==> src/rtl/dfs_path_search_unit_defines.svh <==
// Assertion macros shared by the RTL files of the path search unit.
// Each macro expects signals named clk and arst_n in the module that uses it.
`ifndef DFS_PATH_SEARCH_UNIT_DEFINES_SVH
`define DFS_PATH_SEARCH_UNIT_DEFINES_SVH

// The consequent must hold in the same cycle as the antecedent.
`define DFS_ASSERT_NOW(label, ante, cons, msg) \
	label: assert property (@(posedge clk) disable iff (!arst_n) (ante) |-> (cons)) \
		else $error(msg);

// The consequent must hold in the cycle after the antecedent.
`define DFS_ASSERT_NEXT(label, ante, cons, msg) \
	label: assert property (@(posedge clk) disable iff (!arst_n) (ante) |=> (cons)) \
		else $error(msg);

`endif

==> src/rtl/dfs_pkg.sv <==
package dfs_pkg;

	localparam int NODE_W = 4;
	localparam int ACT_W  = 2;

	localparam logic [ACT_W-1:0] ACT_ADD    = 2'd0;
	localparam logic [ACT_W-1:0] ACT_SEARCH = 2'd1;
	localparam logic [ACT_W-1:0] ACT_CLEAR  = 2'd2;

	typedef enum logic [3:0] {
		ST_IDLE,
		ST_ADD,
		ST_START,
		ST_FETCH,
		ST_CHECK,
		ST_POP,
		ST_EMIT_RD,
		ST_EMIT_OUT,
		ST_EMIT_GOAL,
		ST_MISS
	} dfs_state_t;

	typedef enum logic [2:0] {
		OUT_STORED,
		OUT_DROPPED,
		OUT_MISS,
		OUT_PATH,
		OUT_GOAL
	} dfs_out_kind_t;

	typedef struct packed {
		logic          load_in;
		logic          clr_deg;
		logic          sel_from;
		logic          add_wr;
		logic          srch_init;
		logic          nbr_rd;
		logic          push;
		logic          pop;
		logic          pop_load;
		logic          emit_rd;
		logic          out_ld;
		dfs_out_kind_t out_kind;
	} dfs_cmd_t;

	typedef struct packed {
		logic edge_ok;
		logic ends_ok;
		logic start_is_goal;
		logic has_nbr;
		logic depth_one;
		logic push_ok;
		logic v_is_goal;
		logic emit_tail;
		logic out_free;
	} dfs_sts_t;

endpackage

==> src/rtl/dfs_dp.sv <==
`include "dfs_path_search_unit_defines.svh"

module dfs_dp
	import dfs_pkg::*;
#(
	parameter int NODES      = 16,
	parameter int MAX_DEGREE = 8
) (
	input  logic              clk,
	input  logic              arst_n,
	input  dfs_cmd_t          cmd,
	input  logic [NODE_W-1:0] from_node,
	input  logic [NODE_W-1:0] to_node,
	input  logic [NODE_W-1:0] start_node,
	input  logic [NODE_W-1:0] goal_node,
	input  logic              out_ready,
	output dfs_sts_t          sts,
	output logic              out_valid,
	output logic [NODE_W-1:0] node,
	output logic              found,
	output logic              status,
	output logic              last
);

	localparam int NW    = $clog2(NODES);
	localparam int DPW   = $clog2(NODES + 1);
	localparam int IW    = $clog2(MAX_DEGREE + 1);
	localparam int DEPTH = NODES * MAX_DEGREE;
	localparam int AW    = $clog2(DEPTH);

	logic [NODE_W-1:0] from_q, to_q, start_q, goal_q;

	logic [IW-1:0]     deg_q [NODES];
	logic [NODE_W-1:0] nbr_mem [DEPTH];
	logic [NODE_W-1:0] path_mem [NODES];
	logic [IW-1:0]     iter_mem [NODES];

	logic [NODE_W-1:0] nbr_rd_q;
	logic [NODE_W-1:0] path_rd_q;
	logic [IW-1:0]     iter_rd_q;

	logic [NODES-1:0]  visited_q;
	logic [NODE_W-1:0] cur_node_q;
	logic [IW-1:0]     cur_it_q;
	logic [DPW-1:0]    depth_q;
	logic [NW-1:0]     emit_idx_q;

	logic              out_valid_q;
	logic [NODE_W-1:0] node_q;
	logic              found_q, status_q, last_q;

	logic [NW-1:0] from_idx, cur_idx, start_idx, v_idx, deg_idx;
	logic [NW-1:0] top_wr, top_rd, stk_rd_addr;
	logic [IW-1:0] deg_rd;
	logic [AW-1:0] nbr_wr_addr, nbr_rd_addr;
	logic          v_ok;

	assign from_idx  = NW'(from_q);
	assign cur_idx   = NW'(cur_node_q);
	assign start_idx = NW'(start_q);
	assign v_idx     = NW'(nbr_rd_q);
	assign deg_idx   = cmd.sel_from ? from_idx : cur_idx;
	assign deg_rd    = deg_q[deg_idx];
	assign top_wr    = NW'(depth_q - DPW'(1));
	assign top_rd    = NW'(depth_q - DPW'(2));
	assign stk_rd_addr = cmd.emit_rd ? emit_idx_q : top_rd;

	assign nbr_wr_addr = AW'(32'(from_idx) * MAX_DEGREE + 32'(deg_rd));
	assign nbr_rd_addr = AW'(32'(cur_idx) * MAX_DEGREE + 32'(cur_it_q));

	assign v_ok = 32'(nbr_rd_q) < NODES;

	assign sts.edge_ok       = (32'(from_q) < NODES) && (32'(to_q) < NODES)
				&& (32'(deg_rd) < MAX_DEGREE);
	assign sts.ends_ok       = (32'(start_q) < NODES) && (32'(goal_q) < NODES);
	assign sts.start_is_goal = start_q == goal_q;
	assign sts.has_nbr       = cur_it_q < deg_rd;
	assign sts.depth_one     = depth_q == DPW'(1);
	assign sts.push_ok       = v_ok && !visited_q[v_idx] && (32'(depth_q) < NODES);
	assign sts.v_is_goal     = nbr_rd_q == goal_q;
	assign sts.emit_tail     = 32'(emit_idx_q) + 32'd2 == 32'(depth_q);
	assign sts.out_free      = !out_valid_q || out_ready;

	always_ff @(posedge clk) begin
		if (cmd.load_in) begin
			from_q  <= from_node;
			to_q    <= to_node;
			start_q <= start_node;
			goal_q  <= goal_node;
		end
	end

	always_ff @(posedge clk or negedge arst_n) begin
		if (!arst_n) begin
			for (int i = 0; i < NODES; i++) begin
				deg_q[i] <= '0;
			end
		end else if (cmd.clr_deg) begin
			for (int i = 0; i < NODES; i++) begin
				deg_q[i] <= '0;
			end
		end else if (cmd.add_wr) begin
			deg_q[from_idx] <= deg_rd + IW'(1);
		end
	end

	always_ff @(posedge clk) begin
		if (cmd.add_wr) begin
			nbr_mem[nbr_wr_addr] <= to_q;
		end
		if (cmd.nbr_rd) begin
			nbr_rd_q <= nbr_mem[nbr_rd_addr];
		end
	end

	always_ff @(posedge clk) begin
		if (cmd.push) begin
			path_mem[top_wr] <= cur_node_q;
			iter_mem[top_wr] <= cur_it_q;
		end
		if (cmd.pop || cmd.emit_rd) begin
			path_rd_q <= path_mem[stk_rd_addr];
		end
		if (cmd.pop) begin
			iter_rd_q <= iter_mem[top_rd];
		end
	end

	always_ff @(posedge clk or negedge arst_n) begin
		if (!arst_n) begin
			visited_q  <= '0;
			cur_node_q <= '0;
			cur_it_q   <= '0;
			depth_q    <= '0;
			emit_idx_q <= '0;
		end else begin
			if (cmd.srch_init) begin
				visited_q  <= NODES'(1) << start_idx;
				cur_node_q <= start_q;
				cur_it_q   <= '0;
				depth_q    <= DPW'(1);
				emit_idx_q <= '0;
			end
			if (cmd.nbr_rd) begin
				cur_it_q <= cur_it_q + IW'(1);
			end
			if (cmd.push) begin
				visited_q[v_idx] <= 1'b1;
				cur_node_q       <= nbr_rd_q;
				cur_it_q         <= '0;
				depth_q          <= depth_q + DPW'(1);
			end
			if (cmd.pop) begin
				depth_q <= depth_q - DPW'(1);
			end
			if (cmd.pop_load) begin
				cur_node_q <= path_rd_q;
				cur_it_q   <= iter_rd_q;
			end
			if (cmd.out_ld && cmd.out_kind == OUT_PATH) begin
				emit_idx_q <= emit_idx_q + NW'(1);
			end
		end
	end

	always_ff @(posedge clk or negedge arst_n) begin
		if (!arst_n) begin
			out_valid_q <= 1'b0;
		end else if (cmd.out_ld) begin
			out_valid_q <= 1'b1;
		end else if (out_ready) begin
			out_valid_q <= 1'b0;
		end
	end

	always_ff @(posedge clk) begin
		if (cmd.out_ld) begin
			unique case (cmd.out_kind)
				OUT_PATH: node_q <= path_rd_q;
				OUT_GOAL: node_q <= cur_node_q;
				default:  node_q <= '0;
			endcase
			found_q  <= cmd.out_kind == OUT_PATH || cmd.out_kind == OUT_GOAL;
			status_q <= cmd.out_kind == OUT_DROPPED;
			last_q   <= cmd.out_kind != OUT_PATH;
		end
	end

	assign out_valid = out_valid_q;
	assign node      = node_q;
	assign found     = found_q;
	assign status    = status_q;
	assign last      = last_q;

	`DFS_ASSERT_NOW(a_depth_bound, 1'b1, 32'(depth_q) <= NODES, "stack depth above node count")
	`DFS_ASSERT_NOW(a_pop_depth, cmd.pop, depth_q >= DPW'(2), "pop would empty the stack")
	`DFS_ASSERT_NOW(a_emit_range, cmd.emit_rd, 32'(emit_idx_q) + 32'd1 < 32'(depth_q), "path read beyond stack")

endmodule
==> config.mk <==
export PLATFORM = sky130hd
export DESIGN_NAME = dfs_dp
export DESIGN_NICKNAME = d
export VERILOG_FILES = /design/src/rtl/dfs_pkg.sv /design/src/rtl/dfs_dp.sv
export VERILOG_INCLUDE_DIRS = /design/src /design/src/rtl
export SDC_FILE = /design/constraint.sdc
export NUM_CORES = 1
export LEC_CHECK = 0
export ABC_CLOCK_PERIOD_IN_PS = 5000
export BUFFER_PORTS_ARGS = -buffer_cell sky130_fd_sc_hd__clkbuf_2
export CORE_MARGIN = 2
export CORE_UTILIZATION = 55
export DETAILED_ROUTE_END_ITERATION = 16
export PLACE_DENSITY = 0.71
export RECOVER_POWER = 50
export SETUP_SLACK_MARGIN = 0.2
export SYNTH_ARGS = -nofsm -noshare
export SYNTH_HDL_FRONTEND = slang
export SYNTH_SLANG_ARGS = --single-unit
==> constraint.sdc <==
create_clock -name clk -period 5 [get_ports clk]
set_input_delay 0.5 -clock clk [delete_from_list [all_inputs] [get_ports clk]]
set_output_delay 0.5 -clock clk [all_outputs]
set_load 0.05 [all_outputs]
==> results.json <==
{
  "p_leak_nw": 11.6,
  "wl_mm": 69.5,
  "min_period_ps": 4470,
  "synth_top_family_by_area": "multiplexers",
  "grt_pass1_wl_mm": 107,
  "power_mw": 17.1,
  "max_freq_mhz": 223,
  "fp.dieH_microns": 246,
  "start_util": 0.558,
  "grt_max_degree": 129,
  "yosysWarnings": 0,
  "clock_latency_ps": 620,
  "holdBufCountCts": 0,
  "gp_congestion": 0.827,
  "postRouteAntennaNets": 0,
  "synth.distinct_cells": 60,
  "final_nets": 1914,
  "drtPass1Iterations": 6,
  "violations": "max-capacitance violations, max-slew violations",
  "synth_area_per_cell_sq_um": 17.8,
  "synthSimpleGateAreaFrac": 0.0629,
  "synth_top_area_share": 0.628,
  "first_iter_violations": 1943,
  "fp.dieW_microns": 246,
  "placementRows": 88,
  "fp.dieArea_sq_um": 60600,
  "synthTopCellsByArea": "edfxtp_1 (63%), mux4_2 (15%), dfrtp_1 (7.6%)",
  "grt_pass1_vias": 17200,
  "muxShareOfSynthArea": 0.164,
  "synthXorXnorAreaFrac": 0.00725,
  "rsz0062_at_grt": "false",
  "final_hold_viol_count": 0,
  "drc_errors": 0,
  "cts_buffers": 77,
  "drv_slew": 577,
  "maxCapViolCount": 7,
  "cts_max_level": 3,
  "mostFrequentLayoutCell": "edfxtp_1",
  "routed_via_density": 6.37,
  "numPortBuffers": 48,
  "path_max_fanout": 16,
  "synth_edf_count": 675,
  "cts_tree": "done",
  "vias": 17100,
  "p_per_area_nw_per_um2": 479,
  "min_path_type": "in2async",
  "grt_usage": 0.235,
  "outcome": "finished with violations",
  "start_kind": "flip-flop",
  "worstSetupEndpointType": "output port",
  "fin_skew_ps": 24.7,
  "synth_compound_area_frac": 0.0337,
  "syn_area_sq_um": 32300,
  "synth_top_area_cell": "edfxtp_1",
  "grt_antenna_before_repair": 1,
  "ir_drop_mv": 0.396,
  "cp.arrival_ps": 3970,
  "io_pins": 50,
  "cts_setup_buffers": 0,
  "syn_nets": 1864,
  "required_ps": 4500,
  "synthArstFlopShare": 0.127,
  "path_class": "reg2out",
  "antennaDiodeCount": 0,
  "fin_crit_sh": 0.895,
  "syn_inst": 1810,
  "yosys_register_bits": 773,
  "clkTransAtPathRegs_ps": 60,
  "cts-root-buf": "clkbuf_16",
  "syn_to_final_growth_pct": 10.4,
  "wl_per_cell_microns": 25.9,
  "synth-main-ff-cell": "edfxtp_1",
  "synth_fa_ha_area_frac": 0.00814,
  "overflow": 0,
  "most-common-layout-cells": "edfxtp_1 (675), mux4_2 (210), nor3_1 (134)",
  "setup_tns_ps": 0,
  "tightest_slew_ps": 3400,
  "relSlewSlack": -1.26,
  "core_sq_um": 57800,
  "cts_resized": 0,
  "clockBufferDepth": 3,
  "clkSinkCount": 773,
  "hpwl_mm": 41.2,
  "yosysSeqAreaShare": 0.704,
  "drive_above_1_share": 0.230,
  "setup_viol": 0
}
==> synthesized netlist by cell type, types with 7 or more instances <==
master	n
a211oi_1	7
a211oi_2	10
a21oi_1	45
a22oi_1	13
and3_1	9
buf_1	14
buf_2	29
clkbuf_1	66
dfrtp_1	98
edfxtp_1	675
ha_1	21
inv_1	21
mux2_2	15
mux2i_1	24
mux4_2	210
nand2_1	103
nand2b_1	7
nand3_1	20
nand3b_1	16
nor2_1	109
nor2b_1	9
nor3_1	134
o21ai_0	33
o31ai_1	16
xor2_1	19
==> cell type report <==
| type | instances | area, sq um |
|---|---|---|
| fill | 4050 | 22200 |
| sequential | 773 | 22700 |
| inverter | 24 | 91.3 |
| clock buffer | 97 | 2070 |
| timing repair buffer | 91 | 548 |
| clock inverter | 38 | 279 |
| tap | 765 | 957 |
| multi-input combinational | 893 | 8950 |
==> metrics by stage <==
step	setup slack, ps	hold slack (ps)	cell area, sq um	instances	utilization
global placement	534	460	33400	2546	0.577
global route	355	50.3	35600	2681	0.616
finish	525	51.0	35600	2681	0.616
detailed placement	428	460	33400	2546	0.577
floorplan	1300	204	32300	1810	-
CTS	518	47.3	35700	2681	0.618
==> worst paths after layout <==
path,start,slack (ps),cells past startpoint,end
max,from_idx[0]$_DFFE_PP_,530,11,sts[5]
min,arst_n,50,1,deg_q[43]$_DFFE_PN0P_
max reg2reg,from_idx[0]$_DFFE_PP_,800,12,nbr_mem[48][0]$_DFFE_PP_
min reg2reg,iter_rd_q[1]$_DFFE_PP_,470,2,cur_it_q[1]$_DFFE_PN0P_
max in group asynchronous,arst_n,3180,2,deg_q[15]$_DFFE_PN0P_
min in group clk,start_node[2],80,1,start_idx[2]$_DFFE_PP_
==> where the power goes <==
part	total (mW)	internal [mW]	leakage [nW]	switching (mW)
sequential	7.95	7.54	7.44	0.404
clock	5.43	3.08	1.15	2.35
combinational	3.70	1.69	3.02	2.01
total	17.1	12.3	11.6	4.76
==> registers in the layout, indices dropped and copies added (netlist names), 5 cells and up <==
name / count
deg_q: 64
depth_q: 5
iter_mem: 64
nbr_mem: 512
path_mem: 64
visited_q: 16
==> cell families after synthesis <==
family | after synthesis
xor+xnor | 25
other cells | 1
compound gates | 159
mux | 255
simple gates | 432
buf+inv | 144
fa+ha+maj | 21
flops | 773
==> worst max-delay path, stage by stage, from the launching register on <==
cell      delay (ps)
edfxtp_1         410
buf_4            240
mux2i_1          420
mux4_2           570
nand2_1          100
o311ai_2         140
or2_1            420
inv_2            200
ha_1             250
nand2_1           70
o21a_1           240
clkbuf_2         320
==> routing by layer <==
metal / vias up / track usage / part of all wire
met5: - / 0 / 0.00019
met4: 2 / 0.0622 / 0.024
met3: 129 / 0.0481 / 0.082
met2: 733 / 0.374 / 0.48
met1: 8851 / 0.335 / 0.41
li1: 7369 / - / -
Power figures use the tool's default switching activity.
