<file path="config.mk">
export PLATFORM = sky130hd
export DESIGN_NAME = dfs_ctrl
export DESIGN_NICKNAME = d
export VERILOG_FILES = /design/src/rtl/dfs_pkg.sv /design/src/rtl/dfs_ctrl.sv
export VERILOG_INCLUDE_DIRS = /design/src /design/src/rtl
export SDC_FILE = /design/constraint.sdc
export NUM_CORES = 1
export LEC_CHECK = 0
export BUFFER_PORTS_ARGS = -buffer_cell sky130_fd_sc_hd__buf_2
export CAP_MARGIN = 10
export CORE_AREA = 2 2 39 41
export CTS_CLUSTER_DIAMETER = 80
export DETAILED_ROUTE_END_ITERATION = 6
export DIE_AREA = 0 0 41 43
export PLACE_DENSITY = 0.79
export SYNTH_ARGS = -nofsm -noshare
export SYNTH_HDL_FRONTEND = slang
export SYNTH_SLANG_ARGS = --single-unit
</file>
<file path="constraint.sdc">
create_clock -name clk -period 3.8 [get_ports clk]
set_input_delay 0 -clock clk [delete_from_list [all_inputs] [get_ports clk]]
set_output_delay 0 -clock clk [all_outputs]
set_load 0.03 [all_outputs]
</file>
<file path="src/rtl/dfs_path_search_unit_defines.svh">
// Assertion macros shared by the RTL files of the path search unit.
// Each macro expects signals named clk and arst_n in the module that uses it.
`ifndef DFS_PATH_SEARCH_UNIT_DEFINES_SVH
`define DFS_PATH_SEARCH_UNIT_DEFINES_SVH

// The consequent must hold in the same cycle as the antecedent.
`define DFS_ASSERT_NOW(label, ante, cons, msg) \
	label: assert property (@(posedge clk) disable iff (!arst_n) (ante) |-> (cons)) \
		else $error(msg);

// The consequent must hold in the cycle after the antecedent.
`define DFS_ASSERT_NEXT(label, ante, cons, msg) \
	label: assert property (@(posedge clk) disable iff (!arst_n) (ante) |=> (cons)) \
		else $error(msg);

`endif

</file>
<file path="src/rtl/dfs_pkg.sv">
package dfs_pkg;

	localparam int NODE_W = 4;
	localparam int ACT_W  = 2;

	localparam logic [ACT_W-1:0] ACT_ADD    = 2'd0;
	localparam logic [ACT_W-1:0] ACT_SEARCH = 2'd1;
	localparam logic [ACT_W-1:0] ACT_CLEAR  = 2'd2;

	typedef enum logic [3:0] {
		ST_IDLE,
		ST_ADD,
		ST_START,
		ST_FETCH,
		ST_CHECK,
		ST_POP,
		ST_EMIT_RD,
		ST_EMIT_OUT,
		ST_EMIT_GOAL,
		ST_MISS
	} dfs_state_t;

	typedef enum logic [2:0] {
		OUT_STORED,
		OUT_DROPPED,
		OUT_MISS,
		OUT_PATH,
		OUT_GOAL
	} dfs_out_kind_t;

	typedef struct packed {
		logic          load_in;
		logic          clr_deg;
		logic          sel_from;
		logic          add_wr;
		logic          srch_init;
		logic          nbr_rd;
		logic          push;
		logic          pop;
		logic          pop_load;
		logic          emit_rd;
		logic          out_ld;
		dfs_out_kind_t out_kind;
	} dfs_cmd_t;

	typedef struct packed {
		logic edge_ok;
		logic ends_ok;
		logic start_is_goal;
		logic has_nbr;
		logic depth_one;
		logic push_ok;
		logic v_is_goal;
		logic emit_tail;
		logic out_free;
	} dfs_sts_t;

endpackage

</file>
<file path="src/rtl/dfs_ctrl.sv">
`include "dfs_path_search_unit_defines.svh"

module dfs_ctrl
	import dfs_pkg::*;
(
	input  logic             clk,
	input  logic             arst_n,
	input  logic             in_valid,
	input  logic [ACT_W-1:0] action,
	input  dfs_sts_t         sts,
	output logic             in_ready,
	output dfs_cmd_t         cmd
);

	dfs_state_t state_q;
	dfs_state_t state_d;

	always_ff @(posedge clk or negedge arst_n) begin
		if (!arst_n) begin
			state_q <= ST_IDLE;
		end else begin
			state_q <= state_d;
		end
	end

	always_comb begin
		state_d  = state_q;
		in_ready = 1'b0;
		cmd      = '0;
		cmd.out_kind = OUT_STORED;
		unique case (state_q)
			ST_IDLE: begin
				in_ready = 1'b1;
				if (in_valid) begin
					cmd.load_in = 1'b1;
					unique case (action)
						ACT_ADD:    state_d = ST_ADD;
						ACT_SEARCH: state_d = ST_START;
						ACT_CLEAR:  cmd.clr_deg = 1'b1;
						default:    state_d = ST_IDLE;
					endcase
				end
			end
			ST_ADD: begin
				cmd.sel_from = 1'b1;
				if (sts.out_free) begin
					cmd.out_ld = 1'b1;
					if (sts.edge_ok) begin
						cmd.add_wr   = 1'b1;
						cmd.out_kind = OUT_STORED;
					end else begin
						cmd.out_kind = OUT_DROPPED;
					end
					state_d = ST_IDLE;
				end
			end
			ST_START: begin
				cmd.srch_init = 1'b1;
				priority if (!sts.ends_ok) begin
					state_d = ST_MISS;
				end else if (sts.start_is_goal) begin
					state_d = ST_EMIT_GOAL;
				end else begin
					state_d = ST_FETCH;
				end
			end
			ST_FETCH: begin
				priority if (sts.has_nbr) begin
					cmd.nbr_rd = 1'b1;
					state_d    = ST_CHECK;
				end else if (sts.depth_one) begin
					state_d = ST_MISS;
				end else begin
					cmd.pop = 1'b1;
					state_d = ST_POP;
				end
			end
			ST_CHECK: begin
				if (sts.push_ok) begin
					cmd.push = 1'b1;
					state_d  = sts.v_is_goal ? ST_EMIT_RD : ST_FETCH;
				end else begin
					state_d = ST_FETCH;
				end
			end
			ST_POP: begin
				cmd.pop_load = 1'b1;
				state_d      = ST_FETCH;
			end
			ST_EMIT_RD: begin
				cmd.emit_rd = 1'b1;
				state_d     = ST_EMIT_OUT;
			end
			ST_EMIT_OUT: begin
				if (sts.out_free) begin
					cmd.out_ld   = 1'b1;
					cmd.out_kind = OUT_PATH;
					state_d      = sts.emit_tail ? ST_EMIT_GOAL : ST_EMIT_RD;
				end
			end
			ST_EMIT_GOAL: begin
				if (sts.out_free) begin
					cmd.out_ld   = 1'b1;
					cmd.out_kind = OUT_GOAL;
					state_d      = ST_IDLE;
				end
			end
			ST_MISS: begin
				if (sts.out_free) begin
					cmd.out_ld   = 1'b1;
					cmd.out_kind = OUT_MISS;
					state_d      = ST_IDLE;
				end
			end
			default: begin
				state_d = ST_IDLE;
			end
		endcase
	end

	`DFS_ASSERT_NOW(a_out_ld_free, cmd.out_ld, sts.out_free, "word loaded into a full output register")
	`DFS_ASSERT_NEXT(a_push_next, cmd.push, state_q == ST_FETCH || state_q == ST_EMIT_RD, "bad state after push")
	`DFS_ASSERT_NOW(a_ready_idle, in_ready, state_q == ST_IDLE, "word accepted outside idle")

endmodule

</file>
==> impl_metrics.env, run 1 <==
export IMPL_status="completed"
export IMPL_fmax_mhz=505
export IMPL_crit_chain="nand2_1 -> nor4_1 -> nor2b_1 -> buf_2"
export IMPL_grt_pass1_vias=560
export IMPL_worst_ep_required_time_ns=3.80
export IMPL_cts_buffers=3
export IMPL_ir_worst_vdd_uv=246
export IMPL_start_kind="register"
export IMPL_finalCritPeriodShare=0.521
export IMPL_clock_latency_ns=0.24
export IMPL_cts_buffer_depth=2
export IMPL_io_pin_count=29
export IMPL_cpMaxStageDelayCell="dfrtp_1"
export IMPL_power_leakage_nw=0.320
export IMPL_area_growth_pct=31.0
export IMPL_cp_arrival_ns=1.98
export IMPL_hold_violations=0
export IMPL_grt_overflow=0
export IMPL_cp_top_family="simple AND/OR/NAND/NOR gates"
export IMPL_largest_register_ffs=4
export IMPL_max_cap_violations=0
export IMPL_ant_nets=0
export IMPL_antenna_cells=0
export IMPL_synth_fp_nets=86
export IMPL_die_w_um=41
export IMPL_cts_clk_slew_worst_paths_ns=0.04
export IMPL_grt_pass1_wl_um=2330
export IMPL_drc_errors=0
export IMPL_rsz0062_at_grt="false"
export IMPL_slew_headroom=0.586
export IMPL_viasPerCell=5.65
export IMPL_syn_avg_cell_area_sq_um=7.28
export IMPL_nNetsFinal=114
export IMPL_port_buffers=28
export IMPL_routed_wl_um=1480
export IMPL_ys_types=35
export IMPL_cts_sinks=4
export IMPL_die_h_um=43
export IMPL_antenna_found_initial=0
export IMPL_finalSetupTns_ns=0
export IMPL_finClkSkew_ns=0.000125
export IMPL_multi_input_area_sq_um=387
export IMPL_wl_per_cell_um=13.0
export IMPL_maxSlewViolCount=0
export IMPL_cts_tree="done"
export IMPL_criticalPathCategory="register to primary output"
export IMPL_cpPeakStageDelay_ns=0.68
export IMPL_final_fill_count=135
export IMPL_yosys_warnings=0
export IMPL_ys_seq_area_frac=0.191
export IMPL_gp_congestion=0.861
export IMPL_core_area_sq_um=1380
export IMPL_dieArea_sq_um=1760
export IMPL_synthesis_instances=72
export IMPL_drtIter0Drc=18
export IMPL_grt_max_degree=22
export IMPL_layout_drive_gt1_share=0.337
export IMPL_critPathCaptureType="primary output"
export IMPL_finalPower_mw=0.363
export IMPL_dr_total_vias=644
export IMPL_p_per_area_nw_per_um2=528
export IMPL_final_setup_viol_count=0
export IMPL_rows=14
export IMPL_ff_latch_area_sq_um=100
export IMPL_drtPass1Iterations=5
export IMPL_dp_hpwl_um=1090
export IMPL_path_buf_inv=1
export IMPL_track_usage=0.192
export IMPL_min_period_ns=1.98
export IMPL_initial_core_util=0.379
export IMPL_root_buffer="clkbuf_4"
export IMPL_worstMarginPinSlew_ns=0.621
export IMPL_ys_ff_latch=4
export IMPL_worst_path_max_fanout=17
export IMPL_htree_num_levels=1
export IMPL_hp_class="input pin to register"
export IMPL_top_regs="state_q x4"
export IMPL_largest_register="state_q"
export IMPL_synth_area_sq_um=524
==> kinds of logic after synthesis <==
kind of cell | after synthesis | share of synthesized area
and+or+nand+nor | 39 | 0.456
buffers and inverters | 8 | 0.0716
DFF | 4 | 0.191
AOI/OAI and AO/OA | 21 | 0.282
==> cells in the final DEF (no fill, tap or decap), drive strengths merged, types with 2 or more instances in the layout <==
master,n
nand3b,4
nor3,4
nor2,6
clkbuf,3
buf,28
dfrtp,4
a21boi,2
nand2,5
nor2b,5
nand3,2
and3,2
nand2b,3
a21oi,4
nor4,2
inv,2
nor4b,2
o21ai,5
==> layout make-up <==
type / instances / share of cell area
multi-input cells: 60 / 0.563
well taps: 16 / 0.0291
flip-flops and latches: 4 / 0.146
clock buffers: 3 / 0.0328
inverters: 2 / 0.0109
repair buffers: 29 / 0.219
==> synthesized netlist by cell type (all sizes together) <==
cell	n	area share
and4b	1	0.019
nor3b	1	0.014
and3	2	0.024
o31a	1	0.017
nor4b	2	0.033
and2	1	0.012
nor2b	5	0.060
clkbuf	2	0.014
a21oi	4	0.038
inv	2	0.014
o311ai	1	0.031
a22oi	1	0.014
a21boi	2	0.029
nor2	6	0.043
a311oi	1	0.017
buf	4	0.043
or3	1	0.012
nand3	2	0.019
o211ai	1	0.014
nor3	4	0.038
nand2	5	0.036
o31ai	1	0.014
o22ai	1	0.012
dfrtp	4	0.19
nand3b	4	0.057
o21ai	5	0.048
nor4	2	0.053
a2111oi	1	0.017
a31oi	1	0.012
a221o	1	0.019
nand2b	3	0.036
==> power breakdown <==
group          internal (mW)  leakage [nW]  total, mW  switching [mW]
sequential            0.0513        0.0547     0.0963          0.0450
clock                 0.0355        0.0138     0.0563          0.0207
combinational         0.0844         0.252      0.210           0.126
total                  0.171         0.320      0.363           0.192
==> metal layers <==
| layer | vias to the layer above | routed length (um) | global-route usage |
|---|---|---|---|
| met4 | 0 | 39 | 0.133 |
| met2 | 24 | 748 | 0.288 |
| li1 | 322 | - | - |
| met5 | - | 0 | 0 |
| met3 | 5 | 78 | 0.0366 |
| met1 | 293 | 614 | 0.233 |
==> path summary, 6_finish.rpt <==
check / cells after the start / slack, ns / endpoint / start
max in group asynchronous: 2 / 3.60 / state_q[2] / arst_n
min in group asynchronous: 2 / 0.09 / state_q[1] / arst_n
min reg2reg: 2 / 0.87 / state_q[3] / state_q[3]
min: 2 / 0.06 / state_q[3] / sts[0]
max: 4 / 1.82 / cmd[6] / state_q[1]
max reg2reg: 4 / 2.00 / state_q[0] / state_q[2]
==> stage by stage <==
| stage | std cells | setup WS (ns) | hold slack [ns] | area (sq um) | utilization |
|---|---|---|---|---|---|
| 6_report | 114 | 1.82 | 0.0600 | 687 | 0.496 |
| 5_1_grt | 114 | 1.66 | 0.0737 | 687 | 0.496 |
| 2_1_floorplan | 72 | 2.00 | -0.296 | 524 | - |
| 3_3_place_gp | 110 | 2.09 | -0.192 | 654 | 0.473 |
| 3_5_place_dp | 110 | 2.00 | -0.191 | 654 | 0.473 |
| 4_1_cts | 114 | 1.81 | 0.0442 | 687 | 0.496 |
==> repair_timing <==
item	in CTS	in global routing
endpoints found under the hold margin	4	0
resized for setup	0	0
hold buffers	1	0
buffers inserted	0	0
(Power assumes the default switching activity.)
==> inputs of run 2 (changes only) <==
Settings changed: CORE_AREA 2 2 39 41 to default, CORE_UTILIZATION from default to 38, DIE_AREA 0 0 41 43 to default, PLACE_DENSITY 0.79 to 0.8.
Clock period 3.8 ns to 1.8 ns, I/O delays scaled along.
==> impl_metrics.env, run 2 (synthesized netlist as in run 1, its figures left out) <==
export IMPL_layout_drive_gt1_share=0.413
export IMPL_root_buffer="clkbuf_4"
export IMPL_drtIter0Drc=30
export IMPL_hold_violations=0
export IMPL_rsz0062_at_grt="false"
export IMPL_ir_worst_vdd_uv=854
export IMPL_maxSlewViolCount=0
export IMPL_worst_ep_required_time_ns=1.80
export IMPL_viasPerCell=6.04
export IMPL_gp_congestion=0.990
export IMPL_area_growth_pct=40.3
export IMPL_cts_tree="done"
export IMPL_nNetsFinal=120
export IMPL_criticalPathCategory="register to primary output"
export IMPL_grt_max_degree=15
export IMPL_max_cap_violations=0
export IMPL_initial_core_util=0.408
export IMPL_drtPass1Iterations=4
export IMPL_finalSetupTns_ns=0
export IMPL_critPathCaptureType="primary output"
export IMPL_die_h_um=39.1
export IMPL_cp_arrival_ns=1.65
export IMPL_largest_register="state_q"
export IMPL_worst_path_max_fanout=9
export IMPL_track_usage=0.232
export IMPL_clock_latency_ns=0.23
export IMPL_r2r_end="state_q[0]"
export IMPL_hold_depth=2
export IMPL_finalCritPeriodShare=0.918
export IMPL_routed_wl_um=1530
export IMPL_final_cell_mix="buf_2, nor2_1, buf_4, nand2_1, nor2b_1"
export IMPL_design_area_sq_um=736
export IMPL_final_common_cell="buf_2"
export IMPL_post_cts_setup_buffers=0
export IMPL_grt_pass1_wl_um=2300
export IMPL_min_period_ns=1.65
export IMPL_antenna_found_initial=0
export IMPL_fmax_mhz=605
export IMPL_status="completed"
export IMPL_cts_clk_slew_worst_paths_ns=0.04
export IMPL_cts_sinks=4
export IMPL_wl_per_cell_um=12.9
export IMPL_dieArea_sq_um=1530
export IMPL_start_kind="register"
export IMPL_power_leakage_nw=0.346
export IMPL_cts_buffer_depth=2
export IMPL_top_regs="state_q x4"
export IMPL_core_area_sq_um=1280
export IMPL_die_w_um=39.1
export IMPL_worstHoldStart="sts[0]"
export IMPL_ff2ff_setup_slack_ns=0.38
export IMPL_grt_pass1_vias=581
export IMPL_cts_buffers=3
export IMPL_placed_cell_area_sq_um=699
export IMPL_drc_errors=0
export IMPL_rows=13
export IMPL_finClkSkew_ns=0.00345
export IMPL_io_pin_count=29
export IMPL_largest_register_ffs=4
export IMPL_port_buffers=28
export IMPL_p_per_area_nw_per_um2=1080
export IMPL_worstMarginPinSlew_ns=0.458
export IMPL_ant_nets=0
export IMPL_reg2regPathDepth=4
export IMPL_slew_headroom=0.692
export IMPL_hp_class="input pin to register"
export IMPL_final_setup_viol_count=0
export IMPL_dp_hpwl_um=1180
export IMPL_htree_num_levels=1
export IMPL_dr_total_vias=719
export IMPL_holdPathEnd="state_q[3]"
export IMPL_grt_overflow=0
export IMPL_timing_rr_start="state_q[3]"
export IMPL_antenna_cells=0
==> run 2: cell type report <==
class                      instances  area (sq um)
timing repair buffer              35           195
inverter                           2          7.51
sequential                         4           104
clock buffer                       3          22.5
tap                               15          18.8
fill                             123           549
multi-input combinational         60           388
==> run 2: repair_timing <==
| action | in CTS | in global routing |
|---|---|---|
| hold buffers | 1 | 0 |
| endpoints found under the setup margin | 0 | 2 |
| endpoints found under the hold margin | 4 | 0 |
| resized for setup | 0 | 3 |
==> run 2: per-stage QoR <==
step           utilization  setup slack (ns)  power, mW  hold slack (ns)  instances
2_1_floorplan            -            0.0140      0.532           -0.296         72
3_3_place_gp         0.544             0.348      0.672           -0.192        115
3_5_place_dp         0.544             0.334      0.676           -0.195        115
4_1_cts              0.570            0.0869      0.793           0.0596        119
5_1_grt              0.573            0.0205      0.856           0.0916        119
6_report             0.573             0.148      0.792           0.0739        119
==> run 2: worst max-delay path by stage <==
stage | endpoint | depth (start not counted) | start | slack [ns]
final | cmd[6] | 4 | state_q[0] | 0.15
after global routing | cmd[3] | 6 | state_q[3] | 0.02
after CTS | cmd[6] | 4 | state_q[1] | 0.09
after detailed placement | state_q[0] | 4 | state_q[3] | 0.33
after global placement | state_q[2] | 3 | state_q[1] | 0.35
after floorplan | cmd[10] | 4 | state_q[1] | 0.01
==> run 2: where the power goes <==
part	internal [mW]	switching, mW
clock network	0.0743	0.0336
logic	0.206	0.304
registers	0.111	0.0633
total	0.391	0.401
==> run 2: layer usage <==
layer | track usage | up-vias | routed length (um)
li1 | - | 339 | -
met1 | 0.266 | 340 | 617
met2 | 0.358 | 36 | 761
met3 | 0.0867 | 4 | 123
met4 | 0.147 | 0 | 29
met5 | 0 | - | 0
==> run 2: worst max-delay path: stages, from the launching register on <==
cell and delay (ns):
dfrtp_1 0.54, nand2_1 0.12, nor4_1 0.36, nor2b_1 0.20, buf_2 0.20
==> inputs of run 3 (changes only) <==
Settings changed: CORE_MARGIN from default to 4, PLACE_DENSITY 0.8 to 0.85.
==> impl_metrics.env, run 3 (synthesized netlist as in run 1, its figures left out) <==
export IMPL_status="completed"
export IMPL_grt_pass1_vias=633
export IMPL_finClkSkew_ns=0.00808
export IMPL_worst_path_max_fanout=16
export IMPL_slew_headroom=0.690
export IMPL_final_common_cell="buf_2"
export IMPL_finalSetupTns_ns=0
export IMPL_largest_register="state_q"
export IMPL_fmax_mhz=590
export IMPL_cts_buffer_depth=2
export IMPL_cp_arrival_ns=1.69
export IMPL_timing_final_ws_setup_ns=0.105
export IMPL_port_buffers=28
export IMPL_drc_errors=0
export IMPL_dieArea_sq_um=2040
export IMPL_critPathCaptureType="primary output"
export IMPL_drtPass1Iterations=4
export IMPL_start_kind="register"
export IMPL_final_core_util=0.560
export IMPL_final_fill_count=128
export IMPL_power_leakage_nw=0.332
export IMPL_die_w_um=45.1
export IMPL_p_per_area_nw_per_um2=1080
export IMPL_use_met3=0.0279
export IMPL_min_period_ns=1.69
export IMPL_wl_per_cell_um=13.7
export IMPL_htree_num_levels=1
export IMPL_io_pin_count=29
export IMPL_hp_class="input pin to asynchronous set/reset pin"
export IMPL_layout_drive_gt1_share=0.406
export IMPL_track_usage=0.170
export IMPL_cts_sinks=4
export IMPL_finalCritPeriodShare=0.942
export IMPL_largest_register_ffs=4
export IMPL_rsz0062_at_grt="false"
export IMPL_cts_buffers=3
export IMPL_criticalPathCategory="register to primary output"
export IMPL_core_area_sq_um=1300
export IMPL_cts_tree="done"
export IMPL_root_buffer="clkbuf_4"
export IMPL_finalPower_mw=0.785
export IMPL_grt_pass1_wl_um=2590
export IMPL_grt_max_degree=18
export IMPL_clock_latency_ns=0.24
export IMPL_worst_ep_required_time_ns=1.80
export IMPL_use_met2=0.277
export IMPL_ir_worst_vdd_uv=608
export IMPL_nNetsFinal=117
export IMPL_viasPerCell=5.98
export IMPL_reg2regPathDepth=4
export IMPL_cts_clk_slew_worst_paths_ns=0.04
export IMPL_pre_cts_slack_ns=0.0952
export IMPL_max_cap_violations=0
export IMPL_met1_usage=0.214
export IMPL_worstMarginPinSlew_ns=0.453
export IMPL_placed_cell_area_sq_um=677
export IMPL_maxSlewViolCount=0
export IMPL_timing_rr_start="state_q[2]"
export IMPL_drtIter0Drc=34
export IMPL_busiest_layer="met2"
export IMPL_antenna_cells=0
export IMPL_area_growth_pct=38.9
export IMPL_final_setup_viol_count=0
export IMPL_antenna_found_initial=0
export IMPL_ant_nets=0
export IMPL_ff2ff_setup_slack_ns=0.34
export IMPL_grt_overflow=0
export IMPL_gp_congestion=0.909
export IMPL_hold_violations=0
export IMPL_top_regs="state_q x4"
export IMPL_rows=13
export IMPL_final_cell_mix="buf_2, nor2_1, nand2_1, nor2b_1"
export IMPL_initial_core_util=0.403
export IMPL_dp_hpwl_um=1190
export IMPL_design_area_sq_um=728
export IMPL_routed_wl_um=1590
export IMPL_r2r_end="state_q[0]"
export IMPL_die_h_um=45.1
export IMPL_dr_total_vias=694
==> run 3: stage by stage <==
step,hold WS [ns],std cells
6_report,0.0831,116
5_1_grt,0.0957,116
4_1_cts,0.0680,116
3_5_place_dp,-0.192,112
3_3_place_gp,-0.192,112
2_1_floorplan,-0.296,72
==> run 3: worst max-delay path, cell delays in order (launching register included) <==
cell     delay [ns]
dfrtp_2        0.50
nor4_4         0.41
and2_2         0.21
and3_1         0.14
buf_2          0.19
==> run 3: layout make-up <==
cell class	count	area (sq um)	share of cell area
Timing Repair Buffer	32	173	0.237
Inverter	2	7.51	0.0103
Clock buffer	3	22.5	0.0309
Tap cell	15	18.8	0.0258
Multi-Input combinational cell	60	403	0.553
Sequential cell	4	104	0.143
==> run 3: repair_timing <==
action | CTS | global route
resized for setup | 2 | 3
endpoints found under the hold margin | 4 | 0
cloned | 0 | 0
setup buffers | 0 | 0
hold buffers | 1 | 0
endpoints found under the setup margin | 1 | 4
==> run 3: how the worst max path moves through the flow <==
stage          startpoint         end  slack [ns]  cells after the start
4_1_cts        state_q[2]      cmd[6]        0.02                      4
3_5_place_dp   state_q[1]  state_q[3]         0.1                      4
5_1_grt        state_q[0]     cmd[12]        0.03                      4
3_3_place_gp   state_q[1]  state_q[3]        0.18                      4
6_report       state_q[0]     cmd[12]        0.11                      4
2_1_floorplan  state_q[1]     cmd[10]        0.01                      4
==> run 3: routing by layer <==
metal / up-vias / part of all wire
met5: - / 0
met4: 0 / 0.021
met3: 4 / 0.12
met2: 52 / 0.47
met1: 306 / 0.39
li1: 332 / -
==> run 3: power by group <==
part	switching [mW]	leakage (nW)	internal (mW)
Clock	0.0397	0.0138	0.0748
Combinational	0.295	0.268	0.186
Sequential	0.0767	0.0500	0.113
Total	0.411	0.332	0.373
